==> src/sv/nncm_pkg.sv <==
// ----------------------------------------------------------------------------
// nncm_pkg
// Shared types and constants of the nearest-neighbor coordinate mapper.
// ----------------------------------------------------------------------------
`default_nettype none

package nncm_pkg;

   localparam int CW         = 13;   // coordinate, dimension and quotient width
   localparam int AXES       = 2;    // lane 0 is horizontal, lane 1 vertical
   localparam int DATA_W     = 32;
   localparam int ADDR_W     = 4;
   localparam int NUM_CELLS  = CW;   // one quotient bit per cell

   typedef logic [CW-1:0] coord_type;
   typedef coord_type [AXES-1:0] lane_vec_type;

   localparam coord_type COORD_MAX = '1;
   localparam logic      FUNC_INV  = 1'b1;

   typedef enum logic [1:0] {
      REG_SRC_W = 2'd0,
      REG_SRC_H = 2'd1,
      REG_DST_W = 2'd2,
      REG_DST_H = 2'd3
   } reg_index_type;

   // carried through the shift divider
   typedef struct packed {
      logic         func;
      lane_vec_type coord;
   } a_side_type;

   // carried through the main divider
   typedef struct packed {
      logic            func;
      lane_vec_type    shift;
      logic [AXES-1:0] zero;
      logic [AXES-1:0] ovf;
   } b_side_type;

   localparam int A_SIDE_W = $bits(a_side_type);
   localparam int B_SIDE_W = $bits(b_side_type);

endpackage

`default_nettype wire

==> src/sv/nncm_req_if.sv <==
// ----------------------------------------------------------------------------
// nncm_req_if
// Request channel: mode and coordinate pair to map.
// ----------------------------------------------------------------------------
`default_nettype none

interface nncm_req_if;
   import nncm_pkg::*;

   logic      valid;
   logic      ready;
   logic      func;
   coord_type coord_x;
   coord_type coord_y;

   modport source (output valid, func, coord_x, coord_y, input ready);
   modport sink   (input valid, func, coord_x, coord_y, output ready);
endinterface

`default_nettype wire

==> src/sv/nncm_rsp_if.sv <==
// ----------------------------------------------------------------------------
// nncm_rsp_if
// Response channel: mapped coordinate pair.
// ----------------------------------------------------------------------------
`default_nettype none

interface nncm_rsp_if;
   import nncm_pkg::*;

   logic      valid;
   logic      ready;
   coord_type mapped_x;
   coord_type mapped_y;

   modport source (output valid, mapped_x, mapped_y, input ready);
   modport sink   (input valid, mapped_x, mapped_y, output ready);
endinterface

`default_nettype wire

==> src/sv/nncm_div_cell.sv <==
// ----------------------------------------------------------------------------
// nncm_div_cell
// One restoring-division step for both axes, registered, with valid/ready.
// ----------------------------------------------------------------------------
`default_nettype none

module nncm_div_cell #(
   parameter int SW = 1
) (
   input  wire logic                  clock,
   input  wire logic                  reset,
   input  wire logic                  up_valid,
   output logic                       up_ready,
   input  wire nncm_pkg::lane_vec_type divisor,
   input  wire nncm_pkg::lane_vec_type up_rem,
   input  wire nncm_pkg::lane_vec_type up_num,
   input  wire logic [SW-1:0]         up_side,
   output logic                       dn_valid,
   input  wire logic                  dn_ready,
   output nncm_pkg::lane_vec_type     dn_rem,
   output nncm_pkg::lane_vec_type     dn_num,
   output logic [SW-1:0]              dn_side
);
   import nncm_pkg::*;

   logic                  valid_ff, valid_in;
   lane_vec_type          rem_ff, rem_in;
   lane_vec_type          num_ff, num_in;
   logic [SW-1:0]         side_ff;
   logic [AXES-1:0][CW:0] trial, diff;
   logic [AXES-1:0]       fits;

   // num shifts out dividend bits at the top and takes quotient bits at the bottom
   always_comb begin
      for (int i = 0; i < AXES; i++) begin
         trial[i]  = {up_rem[i], up_num[i][CW-1]};
         diff[i]   = trial[i] - {1'b0, divisor[i]};
         fits[i]   = trial[i] >= {1'b0, divisor[i]};
         rem_in[i] = fits[i] ? diff[i][CW-1:0] : trial[i][CW-1:0];
         num_in[i] = {up_num[i][CW-2:0], fits[i]};
      end
      up_ready = !valid_ff || dn_ready;
      valid_in = up_ready ? up_valid : valid_ff;
   end

   always_ff @(posedge clock) begin
      if (reset) begin
         valid_ff <= 1'b0;
      end else begin
         valid_ff <= valid_in;
      end
   end

   always_ff @(posedge clock) begin
      if (up_ready && up_valid) begin
         rem_ff  <= rem_in;
         num_ff  <= num_in;
         side_ff <= up_side;
      end
   end

   assign dn_valid = valid_ff;
   assign dn_rem   = rem_ff;
   assign dn_num   = num_ff;
   assign dn_side  = side_ff;

endmodule

`default_nettype wire

==> src/sv/nncm_prep.sv <==
// ----------------------------------------------------------------------------
// nncm_prep
// Centering shift, operand select, then multiply-add into the main dividend.
// ----------------------------------------------------------------------------
`default_nettype none

module nncm_prep (
   input  wire logic                   clock,
   input  wire logic                   reset,
   input  wire logic                   up_valid,
   output logic                        up_ready,
   input  wire nncm_pkg::a_side_type   up_side,
   input  wire nncm_pkg::lane_vec_type up_quot,
   input  wire nncm_pkg::lane_vec_type src_dim,
   input  wire nncm_pkg::lane_vec_type dst_dim,
   output logic                        dn_valid,
   input  wire logic                   dn_ready,
   output nncm_pkg::lane_vec_type      dn_rem,
   output nncm_pkg::lane_vec_type      dn_num,
   output nncm_pkg::b_side_type        dn_side
);
   import nncm_pkg::*;

   // stage 1: operand select
   logic            s1_valid_ff, s1_valid_in;
   logic            s1_func_ff;
   lane_vec_type    s1_mul_a_ff, s1_mul_a_in;
   lane_vec_type    s1_mul_b_ff, s1_mul_b_in;
   lane_vec_type    s1_add_ff, s1_add_in;
   lane_vec_type    s1_div_ff, s1_div_in;
   lane_vec_type    s1_shift_ff, s1_shift_in;
   logic [AXES-1:0] s1_zero_ff, s1_zero_in;
   logic            s1_ready;

   // stage 2: multiply-add
   logic                    s2_valid_ff, s2_valid_in;
   lane_vec_type            s2_rem_ff, s2_num_ff;
   b_side_type              s2_side_ff, s2_side_in;
   logic [AXES-1:0][2*CW-1:0] prod;
   logic                    s2_ready;

   always_comb begin
      for (int i = 0; i < AXES; i++) begin
         s1_shift_in[i] = (up_quot[i] == '0) ? '0 : ((up_quot[i] - 1'b1) >> 1);
         if (up_side.func == FUNC_INV) begin
            s1_zero_in[i]  = up_side.coord[i] <= s1_shift_in[i];
            s1_mul_a_in[i] = up_side.coord[i] - s1_shift_in[i];
            s1_mul_b_in[i] = dst_dim[i];
            s1_add_in[i]   = src_dim[i] - 1'b1;
            s1_div_in[i]   = src_dim[i];
         end else begin
            s1_zero_in[i]  = 1'b0;
            s1_mul_a_in[i] = up_side.coord[i];
            s1_mul_b_in[i] = src_dim[i];
            s1_add_in[i]   = '0;
            s1_div_in[i]   = dst_dim[i];
         end
      end
      s2_ready    = !s2_valid_ff || dn_ready;
      s1_ready    = !s1_valid_ff || s2_ready;
      up_ready    = s1_ready;
      s1_valid_in = s1_ready ? up_valid : s1_valid_ff;
      s2_valid_in = s2_ready ? s1_valid_ff : s2_valid_ff;
   end

   // product fits in 2*CW bits even with the rounding addend
   always_comb begin
      s2_side_in.func  = s1_func_ff;
      s2_side_in.shift = s1_shift_ff;
      s2_side_in.zero  = s1_zero_ff;
      for (int i = 0; i < AXES; i++) begin
         prod[i] = (2*CW)'(s1_mul_a_ff[i]) * (2*CW)'(s1_mul_b_ff[i])
                 + (2*CW)'(s1_add_ff[i]);
         s2_side_in.ovf[i] = prod[i][2*CW-1:CW] >= s1_div_ff[i];
      end
   end

   always_ff @(posedge clock) begin
      if (reset) begin
         s1_valid_ff <= 1'b0;
         s2_valid_ff <= 1'b0;
      end else begin
         s1_valid_ff <= s1_valid_in;
         s2_valid_ff <= s2_valid_in;
      end
   end

   always_ff @(posedge clock) begin
      if (s1_ready && up_valid) begin
         s1_func_ff  <= up_side.func;
         s1_mul_a_ff <= s1_mul_a_in;
         s1_mul_b_ff <= s1_mul_b_in;
         s1_add_ff   <= s1_add_in;
         s1_div_ff   <= s1_div_in;
         s1_shift_ff <= s1_shift_in;
         s1_zero_ff  <= s1_zero_in;
      end
      if (s2_ready && s1_valid_ff) begin
         for (int i = 0; i < AXES; i++) begin
            s2_rem_ff[i] <= prod[i][2*CW-1:CW];
            s2_num_ff[i] <= prod[i][CW-1:0];
         end
         s2_side_ff <= s2_side_in;
      end
   end

   assign dn_valid = s2_valid_ff;
   assign dn_rem   = s2_rem_ff;
   assign dn_num   = s2_num_ff;
   assign dn_side  = s2_side_ff;

endmodule

`default_nettype wire

==> src/sv/nearest_neighbor_coord_map_top.sv <==
// pipeline: request beat to response valid through 13 shift-divider
//   cells, 2 prep stages, 13 main-divider cells and 1 output register
// throughput: one beat per cycle while rsp.ready is high, set by the fully pipelined divider cells
// reset: clears all pipeline valids; the four dimension registers reset to 1
// ----------------------------------------------------------------------------
// nearest_neighbor_coord_map_top
// Nearest-neighbor scaler coordinate mapper with register port.
// ----------------------------------------------------------------------------
`default_nettype none

module nearest_neighbor_coord_map_top #(
   parameter int MAX_DIM = 4096
) (
   input  wire logic                         clock,
   input  wire logic                         reset,
   nncm_req_if.sink                          req,
   nncm_rsp_if.source                        rsp,
   input  wire logic                         csr_psel,
   input  wire logic                         csr_penable,
   input  wire logic                         csr_pwrite,
   input  wire logic [nncm_pkg::ADDR_W-1:0]  csr_paddr,
   input  wire logic [nncm_pkg::DATA_W-1:0]  csr_pwdata,
   output logic      [nncm_pkg::DATA_W-1:0]  csr_prdata,
   output logic                              csr_pready
);
   import nncm_pkg::*;

   localparam coord_type DIM_CAP = (MAX_DIM > int'(COORD_MAX)) ? COORD_MAX
                                                                : coord_type'(MAX_DIM);

   // ---------------- registers ----------------
   coord_type     src_w_ff, src_h_ff, dst_w_ff, dst_h_ff;
   reg_index_type csr_index;
   logic          csr_write;

   assign csr_index  = reg_index_type'(csr_paddr[ADDR_W-1:2]);
   assign csr_write  = csr_psel && csr_penable && csr_pwrite;
   assign csr_pready = 1'b1;

   always_ff @(posedge clock) begin
      if (reset) begin
         src_w_ff <= coord_type'(1);
         src_h_ff <= coord_type'(1);
         dst_w_ff <= coord_type'(1);
         dst_h_ff <= coord_type'(1);
      end else if (csr_write) begin
         case (csr_index)
            REG_SRC_W: src_w_ff <= csr_pwdata[CW-1:0];
            REG_SRC_H: src_h_ff <= csr_pwdata[CW-1:0];
            REG_DST_W: dst_w_ff <= csr_pwdata[CW-1:0];
            REG_DST_H: dst_h_ff <= csr_pwdata[CW-1:0];
            default: ;
         endcase
      end
   end

   always_comb begin
      case (csr_index)
         REG_SRC_W: csr_prdata = DATA_W'(src_w_ff);
         REG_SRC_H: csr_prdata = DATA_W'(src_h_ff);
         REG_DST_W: csr_prdata = DATA_W'(dst_w_ff);
         REG_DST_H: csr_prdata = DATA_W'(dst_h_ff);
         default:   csr_prdata = '0;
      endcase
   end

   // dimensions in use are clamped to 1..MAX_DIM, and never above COORD_MAX
   lane_vec_type src_raw, dst_raw, src_dim, dst_dim;

   always_comb begin
      src_raw[0] = src_w_ff;
      src_raw[1] = src_h_ff;
      dst_raw[0] = dst_w_ff;
      dst_raw[1] = dst_h_ff;
      for (int i = 0; i < AXES; i++) begin
         src_dim[i] = (src_raw[i] == '0) ? coord_type'(1)
                    : (src_raw[i] > DIM_CAP) ? DIM_CAP : src_raw[i];
         dst_dim[i] = (dst_raw[i] == '0) ? coord_type'(1)
                    : (dst_raw[i] > DIM_CAP) ? DIM_CAP : dst_raw[i];
      end
   end

   // ---------------- shift divider: src / dst ----------------
   logic                a_valid [NUM_CELLS+1];
   logic                a_ready [NUM_CELLS+1];
   lane_vec_type        a_rem   [NUM_CELLS+1];
   lane_vec_type        a_num   [NUM_CELLS+1];
   logic [A_SIDE_W-1:0] a_side  [NUM_CELLS+1];
   a_side_type          a_hdr;

   always_comb begin
      a_hdr.func     = req.func;
      a_hdr.coord[0] = req.coord_x;
      a_hdr.coord[1] = req.coord_y;
   end

   assign a_valid[0] = req.valid;
   assign req.ready  = a_ready[0];
   assign a_rem[0]   = '0;
   assign a_num[0]   = src_dim;
   assign a_side[0]  = a_hdr;

   for (genvar k = 0; k < NUM_CELLS; k++) begin : g_shift_div
      nncm_div_cell #(
         .SW (A_SIDE_W)
      ) u_cell (
         .clock    (clock),
         .reset    (reset),
         .up_valid (a_valid[k]),
         .up_ready (a_ready[k]),
         .divisor  (dst_dim),
         .up_rem   (a_rem[k]),
         .up_num   (a_num[k]),
         .up_side  (a_side[k]),
         .dn_valid (a_valid[k+1]),
         .dn_ready (a_ready[k+1]),
         .dn_rem   (a_rem[k+1]),
         .dn_num   (a_num[k+1]),
         .dn_side  (a_side[k+1])
      );
   end

   // ---------------- operand prep and multiply ----------------
   logic                b_valid [NUM_CELLS+1];
   logic                b_ready [NUM_CELLS+1];
   lane_vec_type        b_rem   [NUM_CELLS+1];
   lane_vec_type        b_num   [NUM_CELLS+1];
   logic [B_SIDE_W-1:0] b_side  [NUM_CELLS+1];
   lane_vec_type        b_div   [NUM_CELLS+1];
   b_side_type          prep_side;

   nncm_prep u_prep (
      .clock    (clock),
      .reset    (reset),
      .up_valid (a_valid[NUM_CELLS]),
      .up_ready (a_ready[NUM_CELLS]),
      .up_side  (a_side_type'(a_side[NUM_CELLS])),
      .up_quot  (a_num[NUM_CELLS]),
      .src_dim  (src_dim),
      .dst_dim  (dst_dim),
      .dn_valid (b_valid[0]),
      .dn_ready (b_ready[0]),
      .dn_rem   (b_rem[0]),
      .dn_num   (b_num[0]),
      .dn_side  (prep_side)
   );

   assign b_side[0] = prep_side;

   // divisor follows the beat held at each cell's input
   for (genvar k = 0; k <= NUM_CELLS; k++) begin : g_main_sel
      b_side_type hdr;
      assign hdr      = b_side_type'(b_side[k]);
      assign b_div[k] = (hdr.func == FUNC_INV) ? src_dim : dst_dim;
   end

   for (genvar k = 0; k < NUM_CELLS; k++) begin : g_main_div
      nncm_div_cell #(
         .SW (B_SIDE_W)
      ) u_cell (
         .clock    (clock),
         .reset    (reset),
         .up_valid (b_valid[k]),
         .up_ready (b_ready[k]),
         .divisor  (b_div[k]),
         .up_rem   (b_rem[k]),
         .up_num   (b_num[k]),
         .up_side  (b_side[k]),
         .dn_valid (b_valid[k+1]),
         .dn_ready (b_ready[k+1]),
         .dn_rem   (b_rem[k+1]),
         .dn_num   (b_num[k+1]),
         .dn_side  (b_side[k+1])
      );
   end

   // ---------------- output register ----------------
   b_side_type            fin_side;
   lane_vec_type          mapped_ff, mapped_in;
   logic [AXES-1:0][CW:0] fwd_sum;
   logic                  rsp_valid_ff, rsp_valid_in;

   assign b_ready[NUM_CELLS] = !rsp_valid_ff || rsp.ready;

   always_comb begin
      fin_side = b_side_type'(b_side[NUM_CELLS]);
      for (int i = 0; i < AXES; i++) begin
         fwd_sum[i] = {1'b0, fin_side.shift[i]} + {1'b0, b_num[NUM_CELLS][i]};
         if (fin_side.func == FUNC_INV) begin
            mapped_in[i] = fin_side.zero[i] ? '0
                         : fin_side.ovf[i]  ? COORD_MAX : b_num[NUM_CELLS][i];
         end else begin
            mapped_in[i] = (fin_side.ovf[i] || fwd_sum[i][CW]) ? COORD_MAX
                                                                 : fwd_sum[i][CW-1:0];
         end
      end
      rsp_valid_in = b_ready[NUM_CELLS] ? b_valid[NUM_CELLS] : rsp_valid_ff;
   end

   always_ff @(posedge clock) begin
      if (reset) begin
         rsp_valid_ff <= 1'b0;
      end else begin
         rsp_valid_ff <= rsp_valid_in;
      end
   end

   always_ff @(posedge clock) begin
      if (b_ready[NUM_CELLS] && b_valid[NUM_CELLS]) begin
         mapped_ff <= mapped_in;
      end
   end

   assign rsp.valid    = rsp_valid_ff;
   assign rsp.mapped_x = mapped_ff[0];
   assign rsp.mapped_y = mapped_ff[1];

   // ---------------- checks ----------------
`ifndef NO_ASSERTIONS
   // remainder stays below the divisor through the shift divider
   a_shift_rem_bound: assert property (@(posedge clock) disable iff (reset)
      a_valid[NUM_CELLS] |->
         (a_rem[NUM_CELLS][0] < dst_dim[0]) && (a_rem[NUM_CELLS][1] < dst_dim[1]))
      else $error("shift divider remainder out of range");

   // without overflow the main divider remainder stays below its divisor
   a_main_rem_bound_x: assert property (@(posedge clock) disable iff (reset)
      b_valid[NUM_CELLS] && !fin_side.ovf[0] |->
         b_rem[NUM_CELLS][0] < b_div[NUM_CELLS][0])
      else $error("main divider remainder out of range on x");

   a_main_rem_bound_y: assert property (@(posedge clock) disable iff (reset)
      b_valid[NUM_CELLS] && !fin_side.ovf[1] |->
         b_rem[NUM_CELLS][1] < b_div[NUM_CELLS][1])
      else $error("main divider remainder out of range on y");
`endif

endmodule

`default_nettype wire
==> src/flat_wrapper.sv <==
// flat-port wrapper written by rule: the top's interface ports become plain ports
module nearest_neighbor_coord_map_top_flat import nncm_pkg::*;
#(
   parameter int MAX_DIM = 4096
)
  (clock, reset, csr_psel, csr_penable, csr_pwrite, csr_paddr, csr_pwdata, csr_prdata, csr_pready, req_valid, req_func, req_coord_x, req_coord_y, req_ready, rsp_valid, rsp_mapped_x, rsp_mapped_y, rsp_ready);
  nncm_req_if req_i ();
  nncm_rsp_if rsp_i ();
  input  wire logic clock;
  input  wire logic reset;
  input  wire logic csr_psel;
  input  wire logic csr_penable;
  input  wire logic csr_pwrite;
  input  wire logic [nncm_pkg::ADDR_W-1:0] csr_paddr;
  input  wire logic [nncm_pkg::DATA_W-1:0] csr_pwdata;
  output logic      [nncm_pkg::DATA_W-1:0] csr_prdata;
  output logic csr_pready;
  input wire logic [$bits(req_i.valid)-1:0] req_valid;
  input wire logic [$bits(req_i.func)-1:0] req_func;
  input wire logic [$bits(req_i.coord_x)-1:0] req_coord_x;
  input wire logic [$bits(req_i.coord_y)-1:0] req_coord_y;
  output wire logic [$bits(req_i.ready)-1:0] req_ready;
  output wire logic [$bits(rsp_i.valid)-1:0] rsp_valid;
  output wire logic [$bits(rsp_i.mapped_x)-1:0] rsp_mapped_x;
  output wire logic [$bits(rsp_i.mapped_y)-1:0] rsp_mapped_y;
  input wire logic [$bits(rsp_i.ready)-1:0] rsp_ready;
  assign req_i.valid = req_valid;
  assign req_i.func = req_func;
  assign req_i.coord_x = req_coord_x;
  assign req_i.coord_y = req_coord_y;
  assign req_ready = req_i.ready;
  assign rsp_valid = rsp_i.valid;
  assign rsp_mapped_x = rsp_i.mapped_x;
  assign rsp_mapped_y = rsp_i.mapped_y;
  assign rsp_i.ready = rsp_ready;
  nearest_neighbor_coord_map_top #(.MAX_DIM(MAX_DIM)) u_core (.clock(clock), .reset(reset), .req(req_i), .rsp(rsp_i), .csr_psel(csr_psel), .csr_penable(csr_penable), .csr_pwrite(csr_pwrite), .csr_paddr(csr_paddr), .csr_pwdata(csr_pwdata), .csr_prdata(csr_prdata), .csr_pready(csr_pready));
endmodule
==> config.mk <==
export PLATFORM = sky130hd
export DESIGN_NAME = nearest_neighbor_coord_map_top_flat
export DESIGN_NICKNAME = d
export VERILOG_FILES = /design/src/sv/nncm_pkg.sv /design/src/sv/nncm_req_if.sv /design/src/sv/nncm_rsp_if.sv /design/src/sv/nncm_div_cell.sv /design/src/sv/nncm_prep.sv /design/src/sv/nearest_neighbor_coord_map_top.sv /design/src/flat_wrapper.sv
export SDC_FILE = /design/constraint.sdc
export NUM_CORES = 2
export LEC_CHECK = 0
export BUFFER_PORTS_ARGS = -buffer_cell sky130_fd_sc_hd__buf_2
export CAP_MARGIN = 30
export CORE_MARGIN = 5
export CORE_UTILIZATION = 40
export CTS_CLUSTER_SIZE = 16
export DETAILED_ROUTE_END_ITERATION = 12
export GPL_TIMING_DRIVEN = 0
export PLACE_DENSITY = 0.58
export SLEW_MARGIN = 20
export SYNTH_ARGS = -nofsm -noshare
export SYNTH_HDL_FRONTEND = slang
export SYNTH_SLANG_ARGS = --single-unit
==> constraint.sdc <==
create_clock -name clock -period 13.21 [get_ports clock]
set_input_delay 2.642 -clock clock [delete_from_list [all_inputs] [get_ports clock]]
set_output_delay 2.642 -clock clock [all_outputs]
set_load 0.02 [all_outputs]
==> run_results.csv <==
group,metric,value,unit
drt,drt_iter0_markers,6547,
clock_network,hold_buffers,0,
worst_hold_path,hold_class,"reg2reg",
clock_network,cts_buffer_depth,4,
place,dp_hpwl,259.7,mm
clock_network,cts_buffers,249,
sta,rsz0062_at_grt,"no",
drt,drc,0,
clock_network,clk_pin_slew,60,ps
setup_path,crit_path_max_fanout,10,
logic_synthesis,synth_warnings,0,
grt,use_met2,0.3280,
cells_and_area,multiInputGateArea,0.05325,mm²
drt,vias,80940,
logic_synthesis,synth.distinct_cells,86,
place,placed_area,0.1360,mm²
logic_synthesis,avgSynthCellArea,12.52,µm²
sta,setup_viol,0,
drt,wl_per_cell,22.63,µm
setup_path,cp.arrival,9550,ps
die,ios,131,
logic_synthesis,synth-seq-area-share,0.5503,
cells_and_area,final_net_count,11920,
die,die-area,0.3279,mm²
sta,fin_crit_sh,0.6835,
grt,grt-busiest-layer,"met2",
sta,timing.hold.ws,347.4,ps
grt,first_global_vias,80689,
pwr,p_leak,53.03,nW
grt,antenna_found_initial,42,
clock_network,clock-sinks,2347,
cells_and_area,seqCellArea,0.06967,mm²
die,start_util,0.4020,
clock_network,postCtsSetupBuffers,0,
grt,grt.met1_usage,0.2760,
grt,grt_pass1_wl,504.2,mm
grt,grt_overflow,0,
drt,via_per_inst,5.398,
status,status,"complete, no violations",
clock_network,htree_levels,4,
job,maxCapViolCount,0,
sta,clock_skew,85.22,ps
cells_and_area,drive_gt1_frac,0.1227,
logic_synthesis,synth_top_area_share,0.5375,
drt,wl,339.4,mm
clock_network,tritoncts,"built",
sta,finalHoldViolCount,0,
sta,slew_headroom,0.2410,
setup_path,crit_type,"reg2reg",
grt,grt_start_max_net_pins,41,
logic_synthesis,yosys.area.top_type,"edfxtp_1",
drt,drtPass1Iterations,6,
setup_path,crit_path_start_kind,"register",
grt,grt_use_total,0.2025,
sta,drv_slew,0,
clock_network,clock-root-buffer,"clkbuf_16",
sta,tightest_slew,1138,ps
logic_synthesis,synth_area_leaders,"edfxtp_1, ha_1, fa_1",
cells_and_area,instances_no_fill,14995,
logic_synthesis,synth_ff_type,"edfxtp_1",
sta,fmax,0.1108,GHz
logic_synthesis,ys_ff_latch,2347,
logic_synthesis,synthCells,10112,
drt,ant_nets,0,
sta,fin_crit,9029,ps
logic_synthesis,syn_area,0.1266,mm²
cells_and_area,syn_to_final_growth,13.91,%
die,rows,206,
logic_synthesis,synth_edf_count,2266,
place,portBuffers,86,
cells_and_area,fillCellCount,28017,
setup_path,crit_path_end_kind,"register",
cells_and_area,final_area,0.1442,mm²
clock_network,clkLatencyLatePin,940,ps
logic_synthesis,async_flop_share,0,
pwr,p_per_area,109.2,mW/mm²
die,die_h,572.6,µm
cells_and_area,final_util,0.4579,
place,gp_congestion,0.9382,
place,place_inst,14531,
setup_path,crit_required,13730,ps
die,core,0.3150,mm²
clock_network,cts_resized,0,
pwr,vdd_drop_max,0.0001144,V
grt,grt_use_met3,0.03084,
die,fp.dieW,572.6,µm
-- path summary, 6_finish.rpt --
kind / startpoint / to / slack [ps] / cells after the start
max: u_core.u_prep.s1_mul_b_ff[3] / u_core.u_prep.dn_side[0] / 4180 / 27
min: u_core.g_shift_div[5].u_cell.dn_side[5] / u_core.g_shift_div[6].u_cell.dn_side[5] / 350 / 0
max reg2reg: u_core.u_prep.s1_mul_b_ff[3] / u_core.u_prep.dn_side[0] / 4180 / 27
min reg2reg: u_core.g_shift_div[5].u_cell.dn_side[5] / u_core.g_shift_div[6].u_cell.dn_side[5] / 350 / 0
-- synth_stat cells, types with 18 or more instances --
master    instances
nand4_1         163
buf_2            22
dfxtp_1          81
a21boi_0         33
fa_1            310
nand3b_1         34
nand2b_1         49
a41o_1           31
o21bai_1         31
mux2_4           24
or2_2            59
o21a_1           76
clkbuf_1        252
nor2b_1         144
o31a_1           18
ha_1            912
nand2_1         604
and3_1           57
or3_1            74
a21oi_1         681
a21o_1          111
buf_4            35
inv_1           686
nand3_1         121
and2_1          220
a31oi_1          39
edfxtp_1       2266
a211o_1          18
xnor2_1         416
mux2_2          417
o21ai_1          19
nor3_1          281
nor4_1           25
o41a_1           19
o21ai_0         332
o41ai_1          30
o211ai_1         44
buf_1            18
nor2_1          784
mux2i_1         150
xor2_1          177
-- per-layer routing --
| layer | part of all wire | vias to the layer above |
|---|---|---|
| met3 | 0.059 | 605 |
| li1 | - | 37906 |
| met5 | 0.000035 | - |
| met4 | 0.040 | 2 |
| met1 | 0.44 | 39984 |
| met2 | 0.46 | 2443 |
-- cell type report --
class	count	share of cell area
plain buffers	332	0.01047
well taps	4160	0.03609
diodes	12	0.0002082
clock buffers	295	0.04511
repair buffers	247	0.02662
clock inverters	151	0.01114
multi-input cells	6759	0.3693
inverters	692	0.01801
flip-flops and latches	2347	0.4831
-- state kept, by name, indices dropped and copies added (netlist names), 24 cells and up --
| name | count |
|---|---|
| u_core.g_main_div.u_cell.dn_side | 377 |
| u_core.g_shift_div.u_cell.dn_side | 351 |
| u_core.g_main_div.u_cell.dn_num | 338 |
| u_core.g_shift_div.u_cell.dn_num | 338 |
| u_core.g_main_div.u_cell.dn_rem | 312 |
| u_core.g_shift_div.u_cell.dn_rem | 312 |
| u_core.u_prep.dn_side | 29 |
| u_core.u_prep.dn_num | 26 |
| u_core.u_prep.dn_rem | 26 |
| u_core.u_prep.s1_add_ff | 26 |
| u_core.u_prep.s1_div_ff | 26 |
| u_core.u_prep.s1_mul_a_ff | 26 |
| u_core.u_prep.s1_mul_b_ff | 26 |
| u_core.u_prep.s1_shift_ff | 24 |
-- worst max-delay path, stage by stage, from the launching register on --
cell	delay (ps)
edfxtp_1	500
clkbuf_1	320
and2_1	300
fa_1	530
inv_1	50
fa_1	530
inv_1	60
fa_1	520
fa_1	440
fa_1	560
inv_1	50
fa_1	490
inv_1	40
ha_1	350
and2_1	190
a22o_1	200
a311oi_1	620
o21ai_1	270
a21oi_1	440
o21ai_1	190
a2111oi_0	390
nand3b_1	290
ha_1	320
nand4_1	90
nor3_1	60
a2111oi_0	410
o21a_1	190
o21ai_0	250
-- cells by family after synthesis --
| logic type | synth area share |
|---|---|
| XOR/XNOR | 0.04102 |
| AO/OA/AOI/OAI | 0.08203 |
| multiplexers | 0.05446 |
| buffers and inverters | 0.03191 |
| flip-flops | 0.5503 |
| AND/OR/NAND/NOR | 0.1011 |
| adder cells (fa/ha/maj) | 0.1391 |
| other | 0.00005932 |
-- report_power, final --
part	switching, mW	internal [mW]	leakage, nW
clock	2.92	4.07	3.92
sequential	0.0268	8.13	21.1
combinational	0.354	0.241	28.1
-- stage by stage --
stage               setup WS (ps)  total power, mW  setup TNS, ps
floorplan                    3045            8.713              0
global placement            -2677            8.886        -669530
detailed placement           4246            8.902              0
CTS                          4226            15.93              0
global route                 3868            16.29              0
finish                       4181            15.75              0
-- cell usage in the layout (no fill, tap or decap), types with 121 or more instances in the layout --
cell type     n
a21oi_1     677
inv_1       683
nand4_1     163
nand2_1     604
clkbuf_1    260
mux2i_1     150
nand3_1     121
xnor2_1     416
nor3_1      280
xor2_1      177
nor2b_1     132
fa_1        310
clkbuf_16   250
edfxtp_1   2266
mux2_2      417
o21ai_0     331
nor2_1      781
ha_1        912
and2_1      219
Note: power is estimated with default switching activity, not from simulation.
